==> config.mk <==
export PLATFORM = sky130hd
export DESIGN_NAME = frame_delimiter_checksum_check_top
export DESIGN_NICKNAME = d
export VERILOG_FILES = /design/src/design/fdc_pkg.sv /design/src/design/fdc_in_reg.sv /design/src/design/fdc_frame.sv /design/src/design/fdc_out_reg.sv /design/src/design/frame_delimiter_checksum_check_top.sv
export VERILOG_INCLUDE_DIRS = /design/src /design/src/design
export SDC_FILE = /design/constraint.sdc
export NUM_CORES = 1
export LEC_CHECK = 0
export BUFFER_PORTS_ARGS = -buffer_cell sky130_fd_sc_hd__buf_2
export CAP_MARGIN = 20
export CORE_MARGIN = 2
export CORE_UTILIZATION = 59
export DETAILED_ROUTE_END_ITERATION = 16
export PLACE_DENSITY = 0.82
export REMOVE_ABC_BUFFERS = 1
export SYNTH_ARGS = -nofsm -noshare
export SYNTH_HDL_FRONTEND = slang
export SYNTH_HIERARCHICAL = 1
export SYNTH_SLANG_ARGS = --single-unit
==> constraint.sdc <==
create_clock -name i_clk -period 2.33 [get_ports i_clk]
set_clock_uncertainty 0.1 [all_clocks]
set_input_delay 0.5825 -clock i_clk [delete_from_list [all_inputs] [get_ports i_clk]]
set_output_delay 0.5825 -clock i_clk [all_outputs]
set_load 0.1 [all_outputs]
==> src/design/frame_delimiter_checksum_check_top_defines.svh <==
// assertion macros used by the frame check design
`ifndef FRAME_DELIMITER_CHECKSUM_CHECK_TOP_DEFINES_SVH
`define FRAME_DELIMITER_CHECKSUM_CHECK_TOP_DEFINES_SVH

// condition that holds at every clock edge out of reset
`define FDC_ASSERT_ALWAYS(lbl, cond, msg) \
    lbl: assert property (@(posedge i_clk) disable iff (!i_rst_n) (cond)) else $error(msg);

// consequence in the same cycle
`define FDC_ASSERT_SAME(lbl, ante, cons, msg) \
    lbl: assert property (@(posedge i_clk) disable iff (!i_rst_n) (ante) |-> (cons)) \
        else $error(msg);

// consequence in the following cycle
`define FDC_ASSERT_NEXT(lbl, ante, cons, msg) \
    lbl: assert property (@(posedge i_clk) disable iff (!i_rst_n) (ante) |=> (cons)) \
        else $error(msg);

`endif

==> src/design/fdc_pkg.sv <==
// types and constants of the frame delimiter and checksum check
`default_nettype none

package fdc_pkg;

    localparam int MAX_FRAME_DEF = 256;
    localparam int LEN_W         = 9;
    localparam int CFG_IDX_W     = 2;
    localparam int CFG_W         = 8;

    localparam logic [CFG_IDX_W-1:0] CFG_START = 2'd0;
    localparam logic [CFG_IDX_W-1:0] CFG_END   = 2'd1;

    typedef enum logic [0:0] {
        CMD_BYTE = 1'b0,
        CMD_IDLE = 1'b1
    } t_cmd;

    typedef enum logic [1:0] {
        ST_OK    = 2'd0,
        ST_DELIM = 2'd1,
        ST_LEN   = 2'd2,
        ST_SUM   = 2'd3
    } t_status;

    typedef struct packed {
        t_cmd       command;
        logic [7:0] data_byte;
    } t_item;

    typedef struct packed {
        t_status            status;
        logic [LEN_W-1:0]   frame_length;
    } t_result;

endpackage

`default_nettype wire

==> src/design/fdc_in_reg.sv <==
// input register holding one received transaction
`default_nettype none

module fdc_in_reg (
    input  wire                 i_clk,
    input  wire                 i_rst_n,
    input  wire                 i_valid,
    output logic                o_ready,
    input  wire fdc_pkg::t_item i_item,
    input  wire                 i_take,
    output logic                o_valid,
    output fdc_pkg::t_item      o_item
);
    import fdc_pkg::*;

    logic  r_valid;
    logic  n_valid;
    t_item r_item;

    assign o_ready = !r_valid || i_take;
    assign o_valid = r_valid;
    assign o_item  = r_item;

    always_comb begin
        n_valid = r_valid;
        if (i_take) begin
            n_valid = 1'b0;
        end
        if (o_ready && i_valid) begin
            n_valid = 1'b1;
        end
    end

    always_ff @(posedge i_clk) begin
        if (!i_rst_n) begin
            r_valid <= 1'b0;
        end else begin
            r_valid <= n_valid;
        end
    end

    always_ff @(posedge i_clk) begin
        if (o_ready && i_valid) begin
            r_item <= i_item;
        end
    end

endmodule

`default_nettype wire

==> src/design/fdc_frame.sv <==
// frame state, marker registers and the closing judgement
`default_nettype none
`include "frame_delimiter_checksum_check_top_defines.svh"

module fdc_frame #(
    parameter int MAX_FRAME = fdc_pkg::MAX_FRAME_DEF
) (
    input  wire                                 i_clk,
    input  wire                                 i_rst_n,
    input  wire                                 i_cfg_we,
    input  wire  [fdc_pkg::CFG_IDX_W-1:0]       i_cfg_idx,
    input  wire  [fdc_pkg::CFG_W-1:0]           i_cfg_data,
    input  wire                                 i_valid,
    input  wire  fdc_pkg::t_item                i_item,
    input  wire                                 i_out_free,
    output logic                                o_take,
    output logic                                o_load,
    output fdc_pkg::t_result                    o_res
);
    import fdc_pkg::*;

    localparam int CntW  = $clog2(MAX_FRAME + 1);
    localparam int WideW = CntW + 8;

    logic [7:0]      r_start;
    logic [7:0]      r_end;
    logic [CntW-1:0] r_count, n_count;
    logic [7:0]      r_first, n_first;
    logic [7:0]      r_decl, n_decl;
    logic [7:0]      r_last, n_last;
    logic [7:0]      r_before, n_before;
    logic [7:0]      r_sum, n_sum;

    logic [CntW+LEN_W-1:0] w_cnt_len;
    logic [WideW-1:0]      w_cnt_wide;
    logic [WideW-1:0]      w_decl_wide;
    logic                  w_idle;

    assign w_idle = (i_item.command == CMD_IDLE);
    assign o_take = i_valid && (!w_idle || i_out_free);
    assign o_load = o_take && w_idle;

    // reported length is the count masked to the field width
    assign w_cnt_len   = (CntW + LEN_W)'(r_count);
    assign w_cnt_wide  = WideW'(r_count);
    assign w_decl_wide = WideW'(r_decl);

    always_comb begin
        o_res.frame_length = w_cnt_len[LEN_W-1:0];
        if (r_count < CntW'(2) || r_first != r_start || r_last != r_end) begin
            o_res.status = ST_DELIM;
        end else if (w_cnt_wide < w_decl_wide) begin
            o_res.status = ST_LEN;
        end else if (r_sum != r_before) begin
            o_res.status = ST_SUM;
        end else begin
            o_res.status = ST_OK;
        end
    end

    always_comb begin
        n_count  = r_count;
        n_first  = r_first;
        n_decl   = r_decl;
        n_last   = r_last;
        n_before = r_before;
        n_sum    = r_sum;
        if (o_take) begin
            if (w_idle) begin
                n_count  = '0;
                n_first  = '0;
                n_decl   = '0;
                n_last   = '0;
                n_before = '0;
                n_sum    = '0;
            end else if (r_count < CntW'(MAX_FRAME)) begin
                if (r_count == '0) begin
                    n_first = i_item.data_byte;
                end
                if (r_count == CntW'(1)) begin
                    n_decl = i_item.data_byte;
                end
                // the trailing two bytes stay out of the sum until pushed out
                if (r_count >= CntW'(2)) begin
                    n_sum = r_sum + r_before;
                end
                n_before = r_last;
                n_last   = i_item.data_byte;
                n_count  = r_count + CntW'(1);
            end
        end
    end

    always_ff @(posedge i_clk) begin
        if (!i_rst_n) begin
            r_count  <= '0;
            r_first  <= '0;
            r_decl   <= '0;
            r_last   <= '0;
            r_before <= '0;
            r_sum    <= '0;
        end else begin
            r_count  <= n_count;
            r_first  <= n_first;
            r_decl   <= n_decl;
            r_last   <= n_last;
            r_before <= n_before;
            r_sum    <= n_sum;
        end
    end

    always_ff @(posedge i_clk) begin
        if (!i_rst_n) begin
            r_start <= '0;
            r_end   <= '0;
        end else if (i_cfg_we) begin
            unique case (i_cfg_idx)
                CFG_START: r_start <= i_cfg_data;
                CFG_END:   r_end   <= i_cfg_data;
                default: begin
                end
            endcase
        end
    end

    `FDC_ASSERT_ALWAYS(a_count_cap, r_count <= CntW'(MAX_FRAME), "byte count past capacity")
    `FDC_ASSERT_NEXT(a_idle_clears, o_load, r_count == '0 && r_sum == '0, "frame not cleared")
    `FDC_ASSERT_SAME(a_ok_framed, o_load && o_res.status == ST_OK,
        r_count >= CntW'(2) && r_first == r_start && r_last == r_end, "ok status on bad frame")
    `FDC_ASSERT_SAME(a_load_room, o_load, i_out_free, "result loaded into full output")

endmodule

`default_nettype wire

==> src/design/fdc_out_reg.sv <==
// result register on the master side
`default_nettype none

module fdc_out_reg (
    input  wire                   i_clk,
    input  wire                   i_rst_n,
    input  wire                   i_load,
    input  wire fdc_pkg::t_result i_res,
    output logic                  o_free,
    output logic                  o_valid,
    input  wire                   i_ready,
    output fdc_pkg::t_result      o_res
);
    import fdc_pkg::*;

    logic    r_valid;
    logic    n_valid;
    t_result r_res;

    assign o_free  = !r_valid || i_ready;
    assign o_valid = r_valid;
    assign o_res   = r_res;

    always_comb begin
        n_valid = r_valid;
        if (i_load) begin
            n_valid = 1'b1;
        end else if (i_ready) begin
            n_valid = 1'b0;
        end
    end

    always_ff @(posedge i_clk) begin
        if (!i_rst_n) begin
            r_valid <= 1'b0;
        end else begin
            r_valid <= n_valid;
        end
    end

    always_ff @(posedge i_clk) begin
        if (i_load) begin
            r_res <= i_res;
        end
    end

endmodule

`default_nettype wire

==> src/design/frame_delimiter_checksum_check_top.sv <==
// an accepted idle passes the input register, then the result register, to m_axis
// throughput: one transaction per cycle, set by the input register and the result register
// bytes keep flowing while a status waits; only an idle waits for a free result register
// reset (synchronous, active low) clears both markers and all frame state, no clearing pass
`default_nettype none

module frame_delimiter_checksum_check_top #(
    parameter int MAX_FRAME = fdc_pkg::MAX_FRAME_DEF
) (
    input  wire                                 i_clk,
    input  wire                                 i_rst_n,
    input  wire                                 s_axis_tvalid,
    output logic                                s_axis_tready,
    input  wire  [7:0]                          s_axis_tdata,  // data_byte
    input  wire  [0:0]                          s_axis_tuser,  // command
    output logic                                m_axis_tvalid,
    input  wire                                 m_axis_tready,
    output logic [15:0]                         m_axis_tdata,  // status, frame_length, zeros
    input  wire                                 i_cfg_we,
    input  wire  [fdc_pkg::CFG_IDX_W-1:0]       i_cfg_idx,
    input  wire  [fdc_pkg::CFG_W-1:0]           i_cfg_data
);
    import fdc_pkg::*;

    t_item   w_in_item;
    t_item   w_item;
    t_result w_res;
    t_result w_out_res;
    logic    w_valid;
    logic    w_take;
    logic    w_load;
    logic    w_out_free;

    assign w_in_item.command   = t_cmd'(s_axis_tuser[0]);
    assign w_in_item.data_byte = s_axis_tdata;

    fdc_in_reg u_in_reg (
        .i_clk   (i_clk),
        .i_rst_n (i_rst_n),
        .i_valid (s_axis_tvalid),
        .o_ready (s_axis_tready),
        .i_item  (w_in_item),
        .i_take  (w_take),
        .o_valid (w_valid),
        .o_item  (w_item)
    );

    fdc_frame #(
        .MAX_FRAME (MAX_FRAME)
    ) u_frame (
        .i_clk      (i_clk),
        .i_rst_n    (i_rst_n),
        .i_cfg_we   (i_cfg_we),
        .i_cfg_idx  (i_cfg_idx),
        .i_cfg_data (i_cfg_data),
        .i_valid    (w_valid),
        .i_item     (w_item),
        .i_out_free (w_out_free),
        .o_take     (w_take),
        .o_load     (w_load),
        .o_res      (w_res)
    );

    fdc_out_reg u_out_reg (
        .i_clk   (i_clk),
        .i_rst_n (i_rst_n),
        .i_load  (w_load),
        .i_res   (w_res),
        .o_free  (w_out_free),
        .o_valid (m_axis_tvalid),
        .i_ready (m_axis_tready),
        .o_res   (w_out_res)
    );

    assign m_axis_tdata = {5'b0, w_out_res.frame_length, w_out_res.status};

endmodule

`default_nettype wire

Yosys cells after proc, flatten, opt, wreduce, memory -nomap -nowiden
Index checks and enable logic that the tools add are counted.
W data, S select, Z words.

cells by class
  bitwise gates (word level) = 0
  divide/modulo/power cells = 0
  $lt $le $gt $ge = 4
  $add $sub $neg = 2
  equality and inequality tests = 5
  shift operators = 0
  $mul = 0
  reductions and logical operators = 25
  muxes and demuxes = 21

operator list
  kind                   number
  $mux W8                13
  $ne A8 B8 Y1           3
  $mux W9                2
  $reduce_bool A2 Y1     6
  $add A9 B1 Y9 const B  1
  $eq A9 B1 Y1 const B   1
  $ge A9 B2 Y1 const B   1
  $logic_not A9 Y1       1
  $lt A9 B2 Y1 const B   1
  $lt A9 B8 Y1           1
  $lt A9 B9 Y1 const B   1
  $reduce_and A3 Y1      3
  $add A8 B8 Y8          1
  $reduce_and A2 Y1      3
  $logic_or A1 B1 Y1     5
  $mux W1                4
  $mux W2                2
  $logic_and A1 B1 Y1    3
  $logic_not A1 Y1       3
  $eq A2 B1 Y1 const B   1
  $logic_not A2 Y1       1

storage, ports and cells
  word-level logic and storage cells = 71
  memory bits (read-only) = 0
  register bits = 87
  RAM bits = 0
  input port bits = 24
  memories = 0
  latch bits = 0

Logic depth before layout (Yosys ltp)
Gate-level depths: netlist of run 1.

  depth in word-level cells = 7
  mapped depth = 7

Hierarchy
Netlist of run 1, hierarchy kept.

by module, submodules not included
  module                              cells each  instances  area an instance (µm²)
  fdc_frame                           367         1          3362.0
  fdc_out_reg                         15          1          379.1
  fdc_in_reg                          14          1          327.8
  frame_delimiter_checksum_check_top  6           1          41.3

Worst setup path before layout of run 1
OpenSTA, ideal clock, no wires.

  path type = reg2reg
  from = register u_out_reg.r_valid (netlist: u_out_reg/o_valid)
  to = register u_out_reg.r_res (netlist bit u_out_reg/o_res[0]), enable pin
  arrival = 1.972 ns
  cell stages (with the launch flop) = 6
  data required time = 1.928 ns
  path buffers = 1
  slack = -0.044 ns
  cells stage by stage = dfxtp_1 -> nand2b_4 -> and2_1 -> nand2_1 -> clkbuf_1 -> inv_1

on the way
  cells in the longest elaborated chain, start to end = 5

RTL lines
  item                    RTL line                                  RTL
  start, declared         fdc_out_reg.sv:16                         logic r_valid;
  start signal, assigned  fdc_out_reg.sv:37                         r_valid <= n_valid;
  $logic_not A1 Y1        fdc_out_reg.sv:20                         assign o_free = !r_valid || i_ready;
  $logic_or A1 B1 Y1      fdc_out_reg.sv:20
  net w_out_free          frame_delimiter_checksum_check_top.sv:32  logic w_out_free;
  $logic_or A1 B1 Y1      fdc_frame.sv:40                           assign o_take = i_valid && (!w_idle || i_out_free);
  $logic_and A1 B1 Y1     fdc_frame.sv:40
  $logic_and A1 B1 Y1     fdc_frame.sv:41                           assign o_load = o_take && w_idle;
  net w_load              frame_delimiter_checksum_check_top.sv:31  logic w_load;
  end signal, assigned    fdc_out_reg.sv:43                         r_res <= i_res;
  end, declared           fdc_out_reg.sv:18                         t_result r_res;

The timed path passes the listed nets, and every way through them passes these cells.
A chain may end at the register's enable or synchronous reset.

Worst setup path in the final report of run 1
  from = register u_in_reg.r_item (netlist bit u_in_reg/o_item[8])
  to = output s_axis_tready

on the way
  cells in the longest elaborated chain, start to end = 4

RTL lines
  item                    RTL line                                  RTL
  start, declared         fdc_in_reg.sv:18                          t_item r_item;
  start signal, assigned  fdc_in_reg.sv:44                          r_item <= i_item;
  $logic_not A1 Y1        fdc_frame.sv:40
  $logic_or A1 B1 Y1      fdc_frame.sv:40
  $logic_and A1 B1 Y1     fdc_frame.sv:40
  net w_take              frame_delimiter_checksum_check_top.sv:30  logic w_take;
  $logic_or A1 B1 Y1      fdc_in_reg.sv:20                          assign o_ready = !r_valid || i_take;
  end, declared           frame_delimiter_checksum_check_top.sv:13  output logic s_axis_tready,

The timed path passes the listed nets, and every way through them passes these cells.

==> results.toml, run 1 <==
[clock_tree]
clk_latency_ps = 350
cts_made_buffers = 9
post_cts_resized = 0
cts_tree = "built"
ctsHoldBuffers = 0
cts-root-buf = "clkbuf_8"
post_cts_buffers = 0
cts.sinks = 87
path_clk_slew_ps = 80
cts_max_level = 3
clock_path_buffers = 2

[routing]
route.top_layer_used = "met4"
drc = 0
met1_length_um = 3670
ant_nets = 0
met2WireLength_um = 3860
finalWirelength_um = 7930
drtIter0Drc = 198
wl_met3_um = 282
vias = 2977
routedWlPerCell_um = 15.1
viasPerCell = 5.67
dr.pass1.iters = 4

[floorplan]
coreArea_sq_um = 6760
initial_core_util = 0.608
fp.dieArea_sq_um = 7650
rows = 30
die-width_um = 87.5
die_h_um = 87.5
io_pins = 42

[global_routing]
grt_pass1_vias = 2738
grt.total_usage = 0.225
gr-total-overflow = 0
grt_max_degree = 31
antenna_found_initial = 0
grt_first_pass_wirelength_um = 13200

[layout]
nets = 482
drive_above_1_share = 0.153
n_antenna_cell = 0
num-fill-cells = 528
area_delta_synth_final_pct = 10.1
largest_reg_flops = 11

[worst_setup_path]
critical_path_class = "reg2out"
worstSetupEndpointType = "output pin"
cpPeakStageDelay_ps = 530
crit_chain = "a21oi_2 > nand2b_4 > buf_12"
crit_arrival_ps = 1560
path_delay_family = "flip-flops"
cp.required_ps = 1650
worst-path-buf-inv = 1
start_kind = "flop"
cp_max_fo = 6
cp_slowest_cell = "edfxtp_1"

[synth]
yosys_register_bits = 87
synth_flop_cell = "dfxtp_1"
syn_area_sq_um = 4110
yosysWarnings = 6
synthDistinctLibCells = 50
synthArstFlopShare = 0
syn_avg_cell_area_sq_um = 10.2
synth_edf_count = 20
yosysSeqAreaShare = 0.472
syn_inst = 402

[sta]
rsz0062_at_grt = "false"
setup_viol = 0
final-max-slew-violation-count = 0
worstMarginPinSlew_ps = 726
relSlewSlack = 0.515
fin_crit_ps = 2240
fmax_ghz = 0.446
hold_viol_final = 0
fin_crit_sh = 0.962
holdWs_ps = 300

[place]
dpl.hpwl_um = 5720
port_buffers = 36
gp_congestion = 0.835

[power]
power_w = 0.00285
power_density_nw_per_um2 = 630
cellLeakagePower_nw = 1.72
ir_drop_mv = 0.449

[job]
drv_cap = 0

[status]
status = "completed"

[worst_hold_path]
holdCritPathClass = "in2reg"
[cell usage after synthesis, types with 2 or more instances]
cell type  count  area share
a211oi_1       3      0.0055
a21boi_0      13       0.024
a21boi_1       3      0.0055
a21boi_2       2      0.0055
a21o_1         3      0.0055
a21oi_1        5      0.0061
a22oi_1       22       0.040
a31o_2         2      0.0043
a31oi_1        3      0.0046
and2_1         2      0.0030
and3_1         2      0.0030
and4_1         2      0.0043
buf_2          8      0.0097
buf_4          5      0.0091
clkbuf_1       8      0.0073
dfxtp_1       67        0.33
edfxtp_1      20        0.15
ha_1          17       0.052
inv_1         15       0.014
mux2i_1       17       0.041
nand2_1       27       0.025
nand2b_4       2      0.0067
nand3_1       24       0.029
nand3b_1       3      0.0055
nand4_1        8       0.012
nor2_1        13       0.012
nor2b_1       49       0.075
nor3_1         4      0.0049
nor4_1         3      0.0046
o21ai_0        3      0.0037
o21bai_1       3      0.0055
xnor2_1       22       0.047
xor2_1         5       0.011
[worst reg2reg max path: cells and delay by family, from the launching register on]
family	cells	cell delay, ps
compound gates	4	730
flops	1	330
fa+ha+maj	2	650
mux	1	100
[logic make-up (layout without fill, tap and decap cells)]
group	count (synthesis)	count (layout)	share of synthesized area
and+or+nand+nor	145	145	0.199
DFF	87	87	0.472
AOI/OAI and AO/OA	70	70	0.129
buffers and inverters	37	76	0.0426
xor gates and xnor gates	27	27	0.0575
adders and majority gates	18	18	0.0566
muxes	17	17	0.0414
other	1	5	0.000912
[through the flow]
stage	area, sq um	std cells	utilization	setup WS [ps]	TNS, ps
after floorplan	4010	384	-	-293	-4120
after global placement	4370	509	0.647	229	0
after detailed placement	4370	509	0.647	178	0
after CTS	4520	525	0.670	66.0	0
after global routing	4520	525	0.670	39.7	0
final	4520	525	0.670	87.9	0
[layout make-up]
cell class	instances	area, sq um	share of cell area
Clock buffer	10	128	0.0282
Multi-Input combinational cell	282	2010	0.444
Timing Repair Buffer	45	263	0.0581
Tap cell	80	100	0.0221
Clock inverter	6	27.5	0.00608
Inverter	15	56.3	0.0124
Sequential cell	87	1940	0.429
[where the power goes]
group          internal (W)  switching, W
combinational      0.000118      0.000241
clock              0.000371      0.000501
sequential          0.00159     0.0000337
[path summary, 6_finish.rpt]
check             slack [ps]  depth (start not counted)                 end                start
setup reg to reg         320                          7    u_frame/r_sum[6]  u_frame/r_before[0]
setup / recovery          90                          3       s_axis_tready   u_in_reg/o_item[8]
hold reg to reg          380                          2   u_frame/r_decl[2]    u_frame/r_decl[2]
hold / removal           300                          1  u_in_reg/o_item[4]      s_axis_tdata[4]
[cells in the final DEF (no fill, tap or decap), types with 2 or more instances in the layout]
cell and n:
nand4_1 8, a31o_2 2, nand3b_1 3, nand2b_4 2, nor4_1 3, edfxtp_1 20
dfxtp_1 67, a21o_1 3, a21boi_2 2, a211oi_1 3, and3_1 2, a22oi_1 22
o21ai_0 3, nand2_1 27, ha_1 17, nand3_1 24, xnor2_1 22, nor3_1 4
conb_1 5, mux2i_1 17, xor2_1 5, clkbuf_8 9, a21boi_1 3, nor2b_1 49
a21boi_0 13, buf_4 9, and4_1 2, clkinv_1 4, a21oi_1 5, nor2_1 13
a31oi_1 3, buf_2 35, o21bai_1 3, and2_1 2, inv_1 15
[routing by layer]
metal	up-vias	global-route usage
met5	-	0
met4	0	0.0853
met3	11	0.0512
met2	73	0.357
met1	1413	0.301
li1	1480	-
Power figures use the tool's default switching activity.
==> run 2, diff against run 1 <==
--- a/config.mk
+++ b/config.mk
@@ -6,6 +6,7 @@
 export SDC_FILE = /design/constraint.sdc
 export NUM_CORES = 1
 export LEC_CHECK = 0
+export ABC_AREA = 1
 export BUFFER_PORTS_ARGS = -buffer_cell sky130_fd_sc_hd__buf_2
 export CAP_MARGIN = 20
 export CORE_MARGIN = 2
@@ -13,6 +14,7 @@
 export DETAILED_ROUTE_END_ITERATION = 16
 export PLACE_DENSITY = 0.82
 export REMOVE_ABC_BUFFERS = 1
+export SLEW_MARGIN = 20
 export SYNTH_ARGS = -nofsm -noshare
 export SYNTH_HDL_FRONTEND = slang
 export SYNTH_HIERARCHICAL = 1
==> run 2 against run 1 <==
Effect of this change: non-clock buffer count did not move; clock power rose by 42%; combinational power rose by 5%; total power rose by 14%; cell count rose by 27%; synthesized cell count rose by 31%; cell area rose by 3.6%.
==> results.toml, run 2 <==
[clock_tree]
ctsHoldBuffers = 0
post_cts_resized = 0
path_clk_slew_ps = 90
clock_path_buffers = 2
cts_max_level = 3
clk_latency_ps = 360
cts.sinks = 87
cts-root-buf = "clkbuf_8"
cts_made_buffers = 9
post_cts_buffers = 0
cts_tree = "built"

[routing]
viasPerCell = 5.26
vias = 3516
routedWlPerCell_um = 13.1
drc = 0
finalWirelength_um = 8790
dr.pass1.iters = 4
ant_nets = 0
drtIter0Drc = 228

[worst_setup_path]
cp.required_ps = 1650
start_kind = "flop"
critical_path_class = "reg2out"
crit_arrival_ps = 1500
cp_max_fo = 7
r2r_end = "u_out_reg/o_res[9]"
r2r_cells = 7
worstSetupEndpointType = "output pin"
rrSetupSlack_ps = 530
r2r_start = "u_frame/r_count[4]"

[synth]
yosys_register_bits = 87
synthDistinctLibCells = 32
synth.most_common_cell = "nand2_1"
syn_inst = 525
yosysTopAreaCellShare = 0.324
syn_avg_cell_area_sq_um = 7.88
synth_area_leader_cell = "dfxtp_1"
synth_edf_count = 20
yosysSeqAreaShare = 0.469
synth_area_leaders = "dfxtp_1 32%, edfxtp_1 15%, nand2_1 11%"
synth_common_cells = "118 x nand2_1, 67 x dfxtp_1, 59 x nor2_1, 56 x a21oi_1, 54 x inv_1"
yosysWarnings = 6
synth_flop_cell = "dfxtp_1"
syn_area_sq_um = 4140
synthArstFlopShare = 0

[sta]
rsz0062_at_grt = "false"
setup_viol = 0
fin_crit_sh = 0.939
final-max-slew-violation-count = 0
fin_crit_ps = 2190
fmax_ghz = 0.457
hold_viol_final = 0

[status]
status = "completed"

[floorplan]
rows = 30
initial_core_util = 0.609
coreArea_sq_um = 6790
fp.dieArea_sq_um = 7700
die_h_um = 87.8
die-width_um = 87.8
io_pins = 42

[layout]
mostFrequentLayoutCells = "118 x nand2_1, 67 x dfxtp_1, 59 x nor2_1"
largest_reg_flops = 11
fin_area_sq_um = 4690
num-fill-cells = 538
n_antenna_cell = 0
final_common_cell = "nand2_1"
area.sequential_sq_um = 1940
drive_above_1_share = 0.152
nets = 610
area_delta_synth_final_pct = 13.3
multi_input_area_sq_um = 1880

[global_routing]
grt_first_pass_wirelength_um = 14800
grt_pass1_vias = 3284
gr-total-overflow = 0
grt.total_usage = 0.248
grt_max_degree = 43
antenna_found_initial = 0

[place]
dpl.hpwl_um = 6140
port_buffers = 36
placed_cell_area_sq_um = 4430
gp_congestion = 0.875

[worst_hold_path]
hold_path_depth = 1
hold_path.startpoint = "s_axis_tuser"
holdCritPathClass = "in2reg"
min_to = "u_in_reg/o_item[8]"

[power]
ir_drop_mv = 0.486
cellLeakagePower_nw = 2.06
power_w = 0.00324
power_density_nw_per_um2 = 691

[job]
drv_cap = 0
[run 2: cell types whose count changed after synthesis, moves of 13 or more]
cell,previous run,this run
nor2_1,13,59
a21oi_1,5,56
mux2i_1,17,0
a21boi_0,13,0
nand2_1,27,118
a22oi_1,22,0
inv_1,15,54
nor2b_1,49,0
o21ai_0,3,19
nand3_1,24,41
[run 2: worst max path at each step]
stage | start | endpoint | slack [ps] | depth (start not counted)
after detailed placement | m_axis_tready | s_axis_tready | 280 | 8
after floorplan | u_out_reg/o_valid | u_out_reg/o_res[0] | -200 | 5
after CTS | u_in_reg/o_item[8] | s_axis_tready | 130 | 6
final | u_in_reg/o_item[8] | s_axis_tready | 140 | 6
after global placement | m_axis_tready | s_axis_tready | 300 | 8
after global routing | u_in_reg/o_item[8] | s_axis_tready | 70 | 6
[run 2: metrics by stage]
step / util / hold slack [ps] / instances / worst slack, ps / setup TNS [ps]
3_5_place_dp: 0.653 / 362 / 653 / 285 / 0
6_report: 0.690 / 299 / 669 / 143 / 0
2_1_floorplan: - / 345 / 512 / -198 / -2930
4_1_cts: 0.690 / 287 / 669 / 133 / 0
3_3_place_gp: 0.653 / 351 / 653 / 300 / 0
5_1_grt: 0.690 / 286 / 669 / 70.9 / 0
[run 2: critical path, cell delays in order (launching register included)]
cell and delay, ps:
edfxtp_1 420, inv_2 140, nor2_4 50, nor2_4 200
inv_2 60, nand2_2 100, buf_12 180
[run 2: area by class of cell]
| cell class | count | share of cell area |
|---|---|---|
| flip-flops and latches | 87 | 0.414 |
| clock buffers | 12 | 0.0424 |
| repair buffers | 45 | 0.0560 |
| clock inverters | 4 | 0.0117 |
| multi-input cells | 364 | 0.401 |
| well taps | 96 | 0.0256 |
| inverters | 61 | 0.0488 |
[run 2: metal layers]
metal	global-route usage	wire [um]
met5	0	0
met4	0.115	202
met3	0.0358	425
met2	0.417	4320
met1	0.317	3840
[run 2: power breakdown]
| part | total, W | internal, W | switching, W |
|---|---|---|---|
| Sequential | 0.00162 | 0.00159 | 0.0000322 |
| Clock | 0.00124 | 0.000694 | 0.000543 |
| Combinational | 0.000376 | 0.000104 | 0.000271 |
| Total | 0.00324 | 0.00239 | 0.000847 |
[run 2: kinds of logic after synthesis]
group           Yosys count  synth area share
flops                    87             0.469
xor+xnor                 14            0.0296
other cells               1          0.000906
compound gates           79            0.0986
fa+ha+maj                18            0.0562
buf+inv                  78            0.0801
simple gates            248             0.265
